## src/rtl/sobc_pkg.sv

```systemverilog
`timescale 1ns / 1ps
`default_nettype none
// ----------------------------------------------------------------------------
// Stereo one-pole and biquad chain: shared definitions
// Widths, register indexes, microcode word layout, control store and the
// saturating narrowing function used by the filter datapath.
// ----------------------------------------------------------------------------
package sobc_pkg;

   localparam int SMP_W   = 16;
   localparam int COEF_W  = 17;
   localparam int PROD_W  = COEF_W + SMP_W;
   localparam int ACC_W   = PROD_W + 2;
   localparam int CSR_W   = COEF_W;
   localparam int IDX_W   = 3;
   localparam int STEP_W  = 4;

   localparam int POLE_SHIFT = 15;
   localparam int BQ_SHIFT   = 14;

   localparam logic signed [COEF_W-1:0] POLE_GAIN_UNITY = COEF_W'(1 << 15);
   localparam logic signed [SMP_W-1:0]  BQ_B0_UNITY     = SMP_W'(1 << 14);

   localparam logic signed [SMP_W-1:0] SMP_MIN = SMP_W'(-32768);
   localparam logic signed [SMP_W-1:0] SMP_MAX = SMP_W'(32767);
   localparam logic signed [ACC_W-1:0] ACC_MIN = ACC_W'(-32768);
   localparam logic signed [ACC_W-1:0] ACC_MAX = ACC_W'(32767);

   typedef enum logic [IDX_W-1:0] {
      CSR_ENABLE   = 3'd0,
      CSR_POLE_GAIN = 3'd1,
      CSR_POLE_FB  = 3'd2,
      CSR_BQ_B0    = 3'd3,
      CSR_BQ_B1    = 3'd4,
      CSR_BQ_B2    = 3'd5,
      CSR_BQ_A1    = 3'd6,
      CSR_BQ_A2    = 3'd7
   } csr_index_type;

   // Operand pair fed to the shared multiplier.
   typedef enum logic [2:0] {
      MUL_NONE = 3'd0,
      MUL_GAIN = 3'd1,
      MUL_FB   = 3'd2,
      MUL_B0   = 3'd3,
      MUL_B1   = 3'd4,
      MUL_B2   = 3'd5,
      MUL_A1   = 3'd6,
      MUL_A2   = 3'd7
   } mul_sel_type;

   typedef enum logic [1:0] {
      ACC_HOLD = 2'd0,
      ACC_LOAD = 2'd1,
      ACC_ADD  = 2'd2
   } acc_op_type;

   typedef enum logic [1:0] {
      WB_NONE = 2'd0,
      WB_POLE = 2'd1,
      WB_BQ   = 2'd2
   } wb_type;

   typedef enum logic [1:0] {
      JMP_NEXT     = 2'd0,
      JMP_POLE_OFF = 2'd1,
      JMP_BQ_OFF   = 2'd2,
      JMP_END      = 2'd3
   } jump_type;

   typedef struct packed {
      mul_sel_type      mul_sel;
      acc_op_type       acc_op;
      wb_type           wb;
      jump_type         jump;
      logic [STEP_W-1:0] target;
   } ucode_type;

   localparam logic [STEP_W-1:0] STEP_BQ  = STEP_W'(4);
   localparam logic [STEP_W-1:0] STEP_END = STEP_W'(11);

   // Control store. The multiplier result is registered, so each product is
   // accumulated in the step after the one that forms it.
   function automatic ucode_type sobc_ucode(input logic [STEP_W-1:0] step);
      ucode_type uc;
      uc = '{mul_sel: MUL_NONE, acc_op: ACC_HOLD, wb: WB_NONE,
             jump: JMP_NEXT, target: '0};
      unique case (step)
         4'd0:  uc = '{MUL_GAIN, ACC_HOLD, WB_NONE, JMP_POLE_OFF, STEP_BQ};
         4'd1:  uc = '{MUL_FB,   ACC_LOAD, WB_NONE, JMP_NEXT,     '0};
         4'd2:  uc = '{MUL_NONE, ACC_ADD,  WB_NONE, JMP_NEXT,     '0};
         4'd3:  uc = '{MUL_NONE, ACC_HOLD, WB_POLE, JMP_NEXT,     '0};
         4'd4:  uc = '{MUL_B0,   ACC_HOLD, WB_NONE, JMP_BQ_OFF,   STEP_END};
         4'd5:  uc = '{MUL_B1,   ACC_LOAD, WB_NONE, JMP_NEXT,     '0};
         4'd6:  uc = '{MUL_B2,   ACC_ADD,  WB_NONE, JMP_NEXT,     '0};
         4'd7:  uc = '{MUL_A1,   ACC_ADD,  WB_NONE, JMP_NEXT,     '0};
         4'd8:  uc = '{MUL_A2,   ACC_ADD,  WB_NONE, JMP_NEXT,     '0};
         4'd9:  uc = '{MUL_NONE, ACC_ADD,  WB_NONE, JMP_NEXT,     '0};
         4'd10: uc = '{MUL_NONE, ACC_HOLD, WB_BQ,   JMP_NEXT,     '0};
         4'd11: uc = '{MUL_NONE, ACC_HOLD, WB_NONE, JMP_END,      '0};
         default: uc = '{MUL_NONE, ACC_HOLD, WB_NONE, JMP_END,    '0};
      endcase
      return uc;
   endfunction

   function automatic logic signed [SMP_W-1:0] sobc_sat(input logic signed [ACC_W-1:0] v);
      logic signed [SMP_W-1:0] r;
      priority if (v < ACC_MIN) begin
         r = SMP_MIN;
      end else if (v > ACC_MAX) begin
         r = SMP_MAX;
      end else begin
         r = v[SMP_W-1:0];
      end
      return r;
   endfunction

endpackage
`default_nettype wire

```

## src/rtl/sobc_if.sv

```systemverilog
`timescale 1ns / 1ps
`default_nettype none
// ----------------------------------------------------------------------------
// Stereo one-pole and biquad chain: sample channels
// Valid/ready channels for the incoming and the filtered stereo samples.
// ----------------------------------------------------------------------------
interface sobc_req_if
   import sobc_pkg::*;
   ();
   logic                    valid;
   logic                    ready;
   logic signed [SMP_W-1:0] in_left;
   logic signed [SMP_W-1:0] in_right;

   modport source (output valid, output in_left, output in_right, input ready);
   modport sink   (input valid, input in_left, input in_right, output ready);
endinterface

interface sobc_rsp_if
   import sobc_pkg::*;
   ();
   logic                    valid;
   logic                    ready;
   logic signed [SMP_W-1:0] out_left;
   logic signed [SMP_W-1:0] out_right;

   modport source (output valid, output out_left, output out_right, input ready);
   modport sink   (input valid, input out_left, input out_right, output ready);
endinterface
`default_nettype wire

```

## src/rtl/stereo_onepole_biquad_chain.sv

```systemverilog
`timescale 1ns / 1ps
`default_nettype none
// ----------------------------------------------------------------------------
// Stereo one-pole and biquad chain
// Per channel, an optional Q15 one-pole filter followed by an optional Q14
// direct-form-1 biquad, run by a microcoded sequencer over one multiplier.
// ----------------------------------------------------------------------------
//  Channel   Direction  Handshake          Payload
//  req_chan  in         valid/ready        in_left, in_right
//  rsp_chan  out        valid/ready        out_left, out_right
//  csr_*     in         csr_we, no wait    csr_index, csr_wdata
//
//  The block takes one transaction at a time; the twelve-step program runs
//  once for each channel through the single shared multiplier, skipping the
//  steps of a stage that is off.
//  Reset is synchronous and restores the registers and the filter history.
//  A new transaction is taken once the program has finished, even while a
//  result still waits in the output register; the program stalls on its last
//  step only while that register is full.
// ----------------------------------------------------------------------------
module stereo_onepole_biquad_chain
   import sobc_pkg::*;
   (
      input  wire              clock,
      input  wire              reset,
      sobc_req_if.sink         req_chan,
      sobc_rsp_if.source       rsp_chan,
      input  wire              csr_we,
      input  wire [IDX_W-1:0]  csr_index,
      input  wire [CSR_W-1:0]  csr_wdata
   );

   // Configuration registers.
   logic [1:0]               enable_ff;
   logic signed [COEF_W-1:0] gain_ff;
   logic signed [SMP_W-1:0]  fb_ff, b0_ff, b1_ff, b2_ff, a1_ff, a2_ff;

   // Filter history, one entry per channel.
   logic signed [SMP_W-1:0] prev_ff [2];
   logic signed [SMP_W-1:0] in1_ff  [2];
   logic signed [SMP_W-1:0] in2_ff  [2];
   logic signed [SMP_W-1:0] out1_ff [2];
   logic signed [SMP_W-1:0] out2_ff [2];

   // Sequencer.
   logic              busy_ff, busy_in;
   logic [STEP_W-1:0] step_ff, step_in;
   logic              chan_ff, chan_in;
   ucode_type         uc;

   // Datapath.
   logic signed [SMP_W-1:0]  x_ff, right_ff, left_res_ff;
   logic signed [PROD_W-1:0] prod_ff, prod_in;
   logic signed [ACC_W-1:0]  acc_ff, acc_in, prod_ext;
   logic signed [COEF_W-1:0] mul_a;
   logic signed [SMP_W-1:0]  mul_b;
   logic signed [SMP_W-1:0]  pole_res, bq_res;

   // Output register.
   logic                    rsp_valid_ff;
   logic signed [SMP_W-1:0] rsp_left_ff, rsp_right_ff;

   logic req_fire, out_free, chan_switch, finish, pole_wb, bq_wb;
   logic pole_clear, bq_clear;

   assign req_fire = req_chan.valid && req_chan.ready;
   assign out_free = !rsp_valid_ff || rsp_chan.ready;
   assign uc       = sobc_ucode(step_ff);

   assign req_chan.ready     = !busy_ff;
   assign rsp_chan.valid     = rsp_valid_ff;
   assign rsp_chan.out_left  = rsp_left_ff;
   assign rsp_chan.out_right = rsp_right_ff;

   // An enable write with a bit clear returns that stage to passthrough.
   assign pole_clear = csr_we && (csr_index == CSR_ENABLE) && !csr_wdata[0];
   assign bq_clear   = csr_we && (csr_index == CSR_ENABLE) && !csr_wdata[1];

   always_comb begin
      step_in     = step_ff;
      chan_in     = chan_ff;
      busy_in     = busy_ff;
      chan_switch = 1'b0;
      finish      = 1'b0;
      if (req_fire) begin
         busy_in = 1'b1;
         step_in = '0;
         chan_in = 1'b0;
      end else if (busy_ff) begin
         unique case (uc.jump)
            JMP_NEXT:     step_in = step_ff + STEP_W'(1);
            JMP_POLE_OFF: step_in = enable_ff[0] ? step_ff + STEP_W'(1) : uc.target;
            JMP_BQ_OFF:   step_in = enable_ff[1] ? step_ff + STEP_W'(1) : uc.target;
            JMP_END: begin
               if (!chan_ff) begin
                  chan_switch = 1'b1;
                  chan_in     = 1'b1;
                  step_in     = '0;
               end else if (out_free) begin
                  finish  = 1'b1;
                  busy_in = 1'b0;
                  chan_in = 1'b0;
                  step_in = '0;
               end
            end
         endcase
      end
   end

   always_comb begin
      mul_a = '0;
      mul_b = '0;
      unique case (uc.mul_sel)
         MUL_NONE: begin
            mul_a = '0;
            mul_b = '0;
         end
         MUL_GAIN: begin
            mul_a = gain_ff;
            mul_b = x_ff;
         end
         MUL_FB: begin
            mul_a = COEF_W'(fb_ff);
            mul_b = prev_ff[chan_ff];
         end
         MUL_B0: begin
            mul_a = COEF_W'(b0_ff);
            mul_b = x_ff;
         end
         MUL_B1: begin
            mul_a = COEF_W'(b1_ff);
            mul_b = in1_ff[chan_ff];
         end
         MUL_B2: begin
            mul_a = COEF_W'(b2_ff);
            mul_b = in2_ff[chan_ff];
         end
         MUL_A1: begin
            mul_a = COEF_W'(a1_ff);
            mul_b = out1_ff[chan_ff];
         end
         MUL_A2: begin
            mul_a = COEF_W'(a2_ff);
            mul_b = out2_ff[chan_ff];
         end
      endcase
   end

   assign prod_in  = mul_a * mul_b;
   assign prod_ext = {{(ACC_W - PROD_W){prod_ff[PROD_W-1]}}, prod_ff};

   always_comb begin
      unique case (uc.acc_op)
         ACC_LOAD: acc_in = prod_ext;
         ACC_ADD:  acc_in = acc_ff + prod_ext;
         default:  acc_in = acc_ff;
      endcase
   end

   assign pole_res = sobc_sat(acc_ff >>> POLE_SHIFT);
   assign bq_res   = sobc_sat(acc_ff >>> BQ_SHIFT);
   assign pole_wb  = busy_ff && (uc.wb == WB_POLE);
   assign bq_wb    = busy_ff && (uc.wb == WB_BQ);

   always_ff @(posedge clock) begin
      if (reset) begin
         busy_ff <= 1'b0;
         step_ff <= '0;
         chan_ff <= 1'b0;
      end else begin
         busy_ff <= busy_in;
         step_ff <= step_in;
         chan_ff <= chan_in;
      end
   end

   always_ff @(posedge clock) begin
      prod_ff <= prod_in;
      acc_ff  <= acc_in;
      if (req_fire) begin
         x_ff     <= req_chan.in_left;
         right_ff <= req_chan.in_right;
      end else if (chan_switch) begin
         x_ff        <= right_ff;
         left_res_ff <= x_ff;
      end else if (pole_wb) begin
         x_ff <= pole_res;
      end else if (bq_wb) begin
         x_ff <= bq_res;
      end
   end

   always_ff @(posedge clock) begin
      if (reset) begin
         rsp_valid_ff <= 1'b0;
      end else if (finish) begin
         rsp_valid_ff <= 1'b1;
      end else if (rsp_chan.ready) begin
         rsp_valid_ff <= 1'b0;
      end
   end

   always_ff @(posedge clock) begin
      if (finish) begin
         rsp_left_ff  <= left_res_ff;
         rsp_right_ff <= x_ff;
      end
   end

   always_ff @(posedge clock) begin
      if (reset) begin
         enable_ff <= '0;
      end else if (csr_we && (csr_index == CSR_ENABLE)) begin
         enable_ff <= csr_wdata[1:0];
      end
   end

   always_ff @(posedge clock) begin
      if (reset || pole_clear) begin
         gain_ff <= POLE_GAIN_UNITY;
         fb_ff   <= '0;
         prev_ff <= '{default: '0};
      end else begin
         if (csr_we && (csr_index == CSR_POLE_GAIN)) gain_ff <= csr_wdata;
         if (csr_we && (csr_index == CSR_POLE_FB))   fb_ff   <= csr_wdata[SMP_W-1:0];
         if (pole_wb) prev_ff[chan_ff] <= pole_res;
      end
   end

   always_ff @(posedge clock) begin
      if (reset || bq_clear) begin
         b0_ff   <= BQ_B0_UNITY;
         b1_ff   <= '0;
         b2_ff   <= '0;
         a1_ff   <= '0;
         a2_ff   <= '0;
         in1_ff  <= '{default: '0};
         in2_ff  <= '{default: '0};
         out1_ff <= '{default: '0};
         out2_ff <= '{default: '0};
      end else begin
         if (csr_we && (csr_index == CSR_BQ_B0)) b0_ff <= csr_wdata[SMP_W-1:0];
         if (csr_we && (csr_index == CSR_BQ_B1)) b1_ff <= csr_wdata[SMP_W-1:0];
         if (csr_we && (csr_index == CSR_BQ_B2)) b2_ff <= csr_wdata[SMP_W-1:0];
         if (csr_we && (csr_index == CSR_BQ_A1)) a1_ff <= csr_wdata[SMP_W-1:0];
         if (csr_we && (csr_index == CSR_BQ_A2)) a2_ff <= csr_wdata[SMP_W-1:0];
         if (bq_wb) begin
            in2_ff[chan_ff]  <= in1_ff[chan_ff];
            in1_ff[chan_ff]  <= x_ff;
            out2_ff[chan_ff] <= out1_ff[chan_ff];
            out1_ff[chan_ff] <= bq_res;
         end
      end
   end

   // An accepted transaction starts the program on the left channel.
   a_start: assert property (@(posedge clock) disable iff (reset)
      req_fire |=> busy_ff && (step_ff == '0) && !chan_ff)
      else $error("sequencer did not start on an accepted transaction");

   // The step counter never leaves the program.
   a_step_range: assert property (@(posedge clock) disable iff (reset)
      busy_ff |-> (step_ff <= STEP_END))
      else $error("step counter outside the control store");

   // While idle the sequencer rests at the first step of the left channel.
   a_idle_rest: assert property (@(posedge clock) disable iff (reset)
      !busy_ff |-> (step_ff == '0) && !chan_ff)
      else $error("idle sequencer not at its start point");

   // A finished program always leaves a result in the output register.
   a_finish: assert property (@(posedge clock) disable iff (reset)
      finish |=> rsp_valid_ff && !busy_ff)
      else $error("finished program did not present a result");

   // Clearing the one-pole enable restores passthrough.
   a_pole_clear: assert property (@(posedge clock) disable iff (reset)
      pole_clear |=> (gain_ff == POLE_GAIN_UNITY) && (fb_ff == '0)
                     && (prev_ff[0] == '0) && (prev_ff[1] == '0))
      else $error("one-pole stage not restored to passthrough");

endmodule
`default_nettype wire

```

## src/flat_wrapper.sv

```systemverilog
// flat-port wrapper written by rule: the top's interface ports become plain ports
module stereo_onepole_biquad_chain_flat import sobc_pkg::*;
  (clock, reset, csr_we, csr_index, csr_wdata, req_chan_valid, req_chan_in_left, req_chan_in_right, req_chan_ready, rsp_chan_valid, rsp_chan_out_left, rsp_chan_out_right, rsp_chan_ready);
  sobc_req_if req_chan_i ();
  sobc_rsp_if rsp_chan_i ();
  input  wire clock;
  input  wire reset;
  input  wire csr_we;
  input  wire [IDX_W-1:0] csr_index;
  input  wire [CSR_W-1:0] csr_wdata;
  input wire logic [$bits(req_chan_i.valid)-1:0] req_chan_valid;
  input wire logic [$bits(req_chan_i.in_left)-1:0] req_chan_in_left;
  input wire logic [$bits(req_chan_i.in_right)-1:0] req_chan_in_right;
  output wire logic [$bits(req_chan_i.ready)-1:0] req_chan_ready;
  output wire logic [$bits(rsp_chan_i.valid)-1:0] rsp_chan_valid;
  output wire logic [$bits(rsp_chan_i.out_left)-1:0] rsp_chan_out_left;
  output wire logic [$bits(rsp_chan_i.out_right)-1:0] rsp_chan_out_right;
  input wire logic [$bits(rsp_chan_i.ready)-1:0] rsp_chan_ready;
  assign req_chan_i.valid = req_chan_valid;
  assign req_chan_i.in_left = req_chan_in_left;
  assign req_chan_i.in_right = req_chan_in_right;
  assign req_chan_ready = req_chan_i.ready;
  assign rsp_chan_valid = rsp_chan_i.valid;
  assign rsp_chan_out_left = rsp_chan_i.out_left;
  assign rsp_chan_out_right = rsp_chan_i.out_right;
  assign rsp_chan_i.ready = rsp_chan_ready;
  stereo_onepole_biquad_chain u_core (.clock(clock), .reset(reset), .req_chan(req_chan_i), .rsp_chan(rsp_chan_i), .csr_we(csr_we), .csr_index(csr_index), .csr_wdata(csr_wdata));
endmodule
```

## config.mk

```make
export PLATFORM = sky130hd
export DESIGN_NAME = stereo_onepole_biquad_chain_flat
export DESIGN_NICKNAME = d
export VERILOG_FILES = /design/src/rtl/sobc_pkg.sv /design/src/rtl/sobc_if.sv /design/src/rtl/stereo_onepole_biquad_chain.sv /design/src/flat_wrapper.sv
export SDC_FILE = /design/constraint.sdc
export NUM_CORES = 2
export LEC_CHECK = 0
export BUFFER_PORTS_ARGS = -buffer_cell sky130_fd_sc_hd__buf_4
export CORE_ASPECT_RATIO = 1.75
export CORE_MARGIN = 8
export CORE_UTILIZATION = 58
export CTS_BUF_LIST = sky130_fd_sc_hd__clkbuf_4 sky130_fd_sc_hd__clkbuf_8 sky130_fd_sc_hd__clkbuf_16
export DETAILED_ROUTE_END_ITERATION = 10
export MAX_ROUTING_LAYER = met4
export PLACE_DENSITY = 0.78
export SKIP_LAST_GASP = 1
export SYNTH_ARGS = -nofsm -noshare
export SYNTH_HDL_FRONTEND = slang
export SYNTH_SLANG_ARGS = --single-unit
export TNS_END_PERCENT = 1
```

## constraint.sdc

```tcl
create_clock -name clock -period 6.9 [get_ports clock]
set_input_delay 0.69 -clock clock [delete_from_list [all_inputs] [get_ports clock]]
set_output_delay 0.69 -clock clock [all_outputs]
set_load 0.005 [all_outputs]
```

==> Implementation_results.wiki <==
{| class="wikitable"
! Metric !! Value
|-
| DIE AREA || 59,500 sq um
|-
| Clock Sinks || 441
|-
| Post-synth net total || 3,826
|-
| Reg clk slew, reported paths || 0.07 ns
|-
| Share of post-route cells with drive strength above 1 || 0.171
|-
| Prevailing post-synth register cell || dfxtp_1
|-
| Clock tree from TritonCTS || done
|-
| Worst-case setup margin in the final layout || -0.385 ns
|-
| Max-slew violation count || 0
|-
| Terminus of the critical flop-to-flop path || u_core.prod_ff[31]$_DFF_P_
|-
| Pwr per Cell Area || 264 nW/um^2
|-
| Row Count || 110
|-
| Initial core utilization || 0.585
|-
| Number of storage elements in the synthesis netlist || 441
|-
| Shortest clock period the worst path allows after layout || 7.29 ns
|-
| Routability congestion estimate || 0.971
|-
| Number of design-rule violations left by the first detailed-router iteration || 1,969
|-
| Lkg Pwr || 0.0148 uW
|-
| Portion of the post-synthesis area used by sequential elements || 0.333
|-
| Startpoint-to-endpoint class of the critical path || flip-flop to flip-flop
|-
| Mean instance size in the synthesized netlist || 8.89 sq um
|-
| Number of CTS-inserted buffers || 41
|-
| Biggest cell delay along the critical path || 0.55 ns
|-
| Synthesized area || 30,000 sq um
|-
| Total setup violations reported at the end of the flow || 15
|-
| Global-route usage over all layers || 0.310
|-
| Antenna violations before repair || 2
|-
| Count of mapped cells out of synthesis || 3,368
|-
| RSZ-0062 raised after global routing || yes
|-
| Instance count along the most critical hold path || 1
|-
| Area of the core || 51,200 sq um
|-
| FF+latch area || 9990 sq um
|-
| Worst-case reg-to-reg path depth || 25
|-
| Number of standard cells in the final layout excluding fillers || 4,350
|-
| Endpoint class of the critical path || flip-flop
|-
| Critical path data required time || 7.35 ns
|-
| Sum of buffers and inverters on the critical path || 6
|-
| Final Skew || 0.0431 ns
|-
| Final cell utilization of the core || 0.687
|-
| Met1 global-route usage || 0.301
|-
| Count of max-cap constraint violations || 0
|-
| Total via count after detailed routing || 25.6k
|-
| Violated checks || setup timing
|-
| Net count, final || 4,103
|-
| Total routed wirelength || 90,500 um
|-
| Count of boundary I/O pins || 91
|-
| Post-Place Cells || 4,258
|-
| Largest net degree at the start of global routing || 210
|-
| Max FO, Critical Path || 15
|-
| Post-DRT Antenna Nets || 0
|-
| Max Buffers Root-to-Sink || 3
|-
| Vias in the first global route || 26.4k
|-
| Routed vias/inst || 5.88
|-
| End point of the most critical hold path || u_core.right_ff[5]$_DFFE_PP_
|-
| Cell seen most often among critical-path stages || fa_1
|-
| Final-report hold violation count || 0
|-
| Highest-delay cell along the critical path || fa_1
|-
| GR Util met2 || 0.533
|-
| Chip height || 317 um
|-
| Arr. time, crit path || 7.74 ns
|-
| Area delta synth->final || 17.4%
|-
| Die W || 188 um
|-
| Outcome || complete, but fails checks
|-
| HPWL reported at the end of detailed placement || 67,900 um
|-
| Number of flops mapped to enable cells by yosys || 115
|-
| Deepest level of the CTS H-tree || 2
|-
| Most common library cell in the layout ignoring fill and taps || nand2_1
|-
| Per-cell routed wire length || 20.8 um
|-
| Peak VDD IR || 0.198 mV
|-
| Cell class contributing the biggest share of worst-path delay || adder cells
|-
| Worst R2R Setup Slack || -0.39 ns
|-
| Number of buffers inserted by port buffering || 90
|-
| Met3 track demand over resource in global routing || 0.0438
|-
| Drc violations || 0
|-
| Total of fill cells in the finished design || 3,898
|-
| Top library cells by usage in the layout, fill and taps aside || 629 x nand2_1, 381 x buf_4, 341 x inv_1, 341 x nor2_1, 322 x dfxtp_1
|-
| Area of combinational cells with multiple inputs || 18,200 sq um
|-
| DRT Pass-1 Iters || 8
|-
| Final critical-path share of the clock period || 1.06
|-
| Global-route wire length before repair || 141,000 um
|-
| Actual transition at the worst max-transition pin || 1.20 ns
|-
| Yosys synthesis warning count || 0
|-
| Synth unique cells || 85
|-
| Hold WC Path Type || primary input to flip-flop
|-
| Asr flop ratio synth || 0
|-
| Upper clock frequency limit || 0.137 GHz
|-
| Aggregate global routing overflow || 0
|-
| Busiest metal layer after global routing || met2
|-
| Clock latency on the worst-skew pair || 0.58 ns
|-
| Startpoint type of the worst setup path || flip-flop
|-
| Clock Tree Root || clkbuf_16
|-
| Worst slew margin relative to its limit || 0.202
|-
| Hold Startpoint || req_chan_in_right[5]
|-
| Launching point of the worst reg2reg path || u_core.chan_ff$_SDFFE_PP0P_
|}
[synth_stat cells (all sizes together), types with 41 or more instances]
cell | instances | area share
ha | 123 | 0.051
edfxtp | 115 | 0.12
nor2 | 347 | 0.043
nand2 | 630 | 0.079
xnor2 | 41 | 0.012
mux2i | 62 | 0.021
a21oi | 313 | 0.053
o21ai | 78 | 0.013
buf | 50 | 0.0084
dfxtp | 326 | 0.22
fa | 278 | 0.19
clkbuf | 126 | 0.016
inv | 344 | 0.043
[worst register-to-register path, delay by kind of cell, from the launching register on]
kind                       cells  cell delay [ns]
adders and majority gates      7             3.28
DFF                            1             0.45
AOI/OAI and AO/OA              8             1.37
muxes                          1             0.27
and+or+nand+nor                3             0.92
buffers and inverters          6             0.86
[layer usage]
metal  vias to the layer above  share of wire  wire length [um]
li1                      11700              -                 -
met1                     12400           0.32             29100
met2                      1090           0.51             45900
met3                       463          0.063              5720
met4                         0           0.11              9730
met5                         -              0                 0
[timing repair]
| action | in CTS | in global routing |
|---|---|---|
| gates cloned | 0 | 0 |
| pin swaps | 9 | 2 |
| buffers inserted | 15 | 1 |
| hold buffers | 0 | 0 |
| setup endpoints to repair | 19 | 19 |
| gates resized for setup | 31 | 5 |
| endpoints found under the hold margin | 0 | 0 |
[logic make-up after synthesis]
logic type	count (synthesis)	share of synthesized area
compound gates	656	0.144
xor+xnor	54	0.0158
fa+ha+maj	401	0.237
buf+inv	520	0.0674
flops	441	0.333
mux	99	0.0350
simple gates	1197	0.168
[metrics by stage]
stage               hold WS (ns)  TNS (ns)  cell area [sq um]  setup slack, ns  total power, uW
finish                     0.280     -3.29              35200           -0.385             9270
global route               0.264     -8.18              35200           -0.644             9760
CTS                        0.273     -3.13              35100           -0.320             9260
detailed placement         0.409     -4.65              33500           -0.450             6920
global placement           0.401     -3.28              33500           -0.371             6840
floorplan                  0.400         0              30100         0.000309             5310
[report_power, final]
| group | internal (uW) | switching, uW |
|---|---|---|
| Clock | 1300 | 1040 |
| Sequential | 2830 | 164 |
| Combinational | 1810 | 2130 |
| Total | 5940 | 3330 |
[sequential cells by signal, indices dropped and copies added, names as in the netlist, 17 cells and up]
signal	count
u_core.out1_ff	32
u_core.gain_ff	17
u_core.prev_ff	32
u_core.in1_ff	32
u_core.prod_ff	33
u_core.in2_ff	32
u_core.out2_ff	32
u_core.acc_ff	35
[final cells by class]
class,instances,share of cell area
Antenna cell,1,0.0000712
Clock buffer,57,0.0348
Clock inverter,18,0.00491
Inverter,344,0.0368
Multi-Input combinational cell,2407,0.518
Sequential cell,441,0.284
Tap cell,672,0.0239
Timing Repair Buffer,410,0.0971
[worst max-delay path by stage]
stage | endpoint | startpoint | cells past startpoint | slack (ns)
floorplan | u_core.prod_ff[31]$_DFF_P_ | u_core.uc[11]$_DFF_P_ | 27 | 0.0003
global placement | u_core.prod_ff[31]$_DFF_P_ | u_core.uc[11]$_DFF_P_ | 26 | -0.37
detailed placement | u_core.prod_ff[31]$_DFF_P_ | u_core.uc[12]$_DFF_P_ | 26 | -0.45
CTS | u_core.prod_ff[21]$_DFF_P_ | u_core.chan_ff$_SDFFE_PP0P_ | 30 | -0.32
global route | u_core.prod_ff[31]$_DFF_P_ | u_core.uc[12]$_DFF_P_ | 28 | -0.64
finish | u_core.prod_ff[31]$_DFF_P_ | u_core.chan_ff$_SDFFE_PP0P_ | 25 | -0.39
Power figures use the tool's default switching activity.
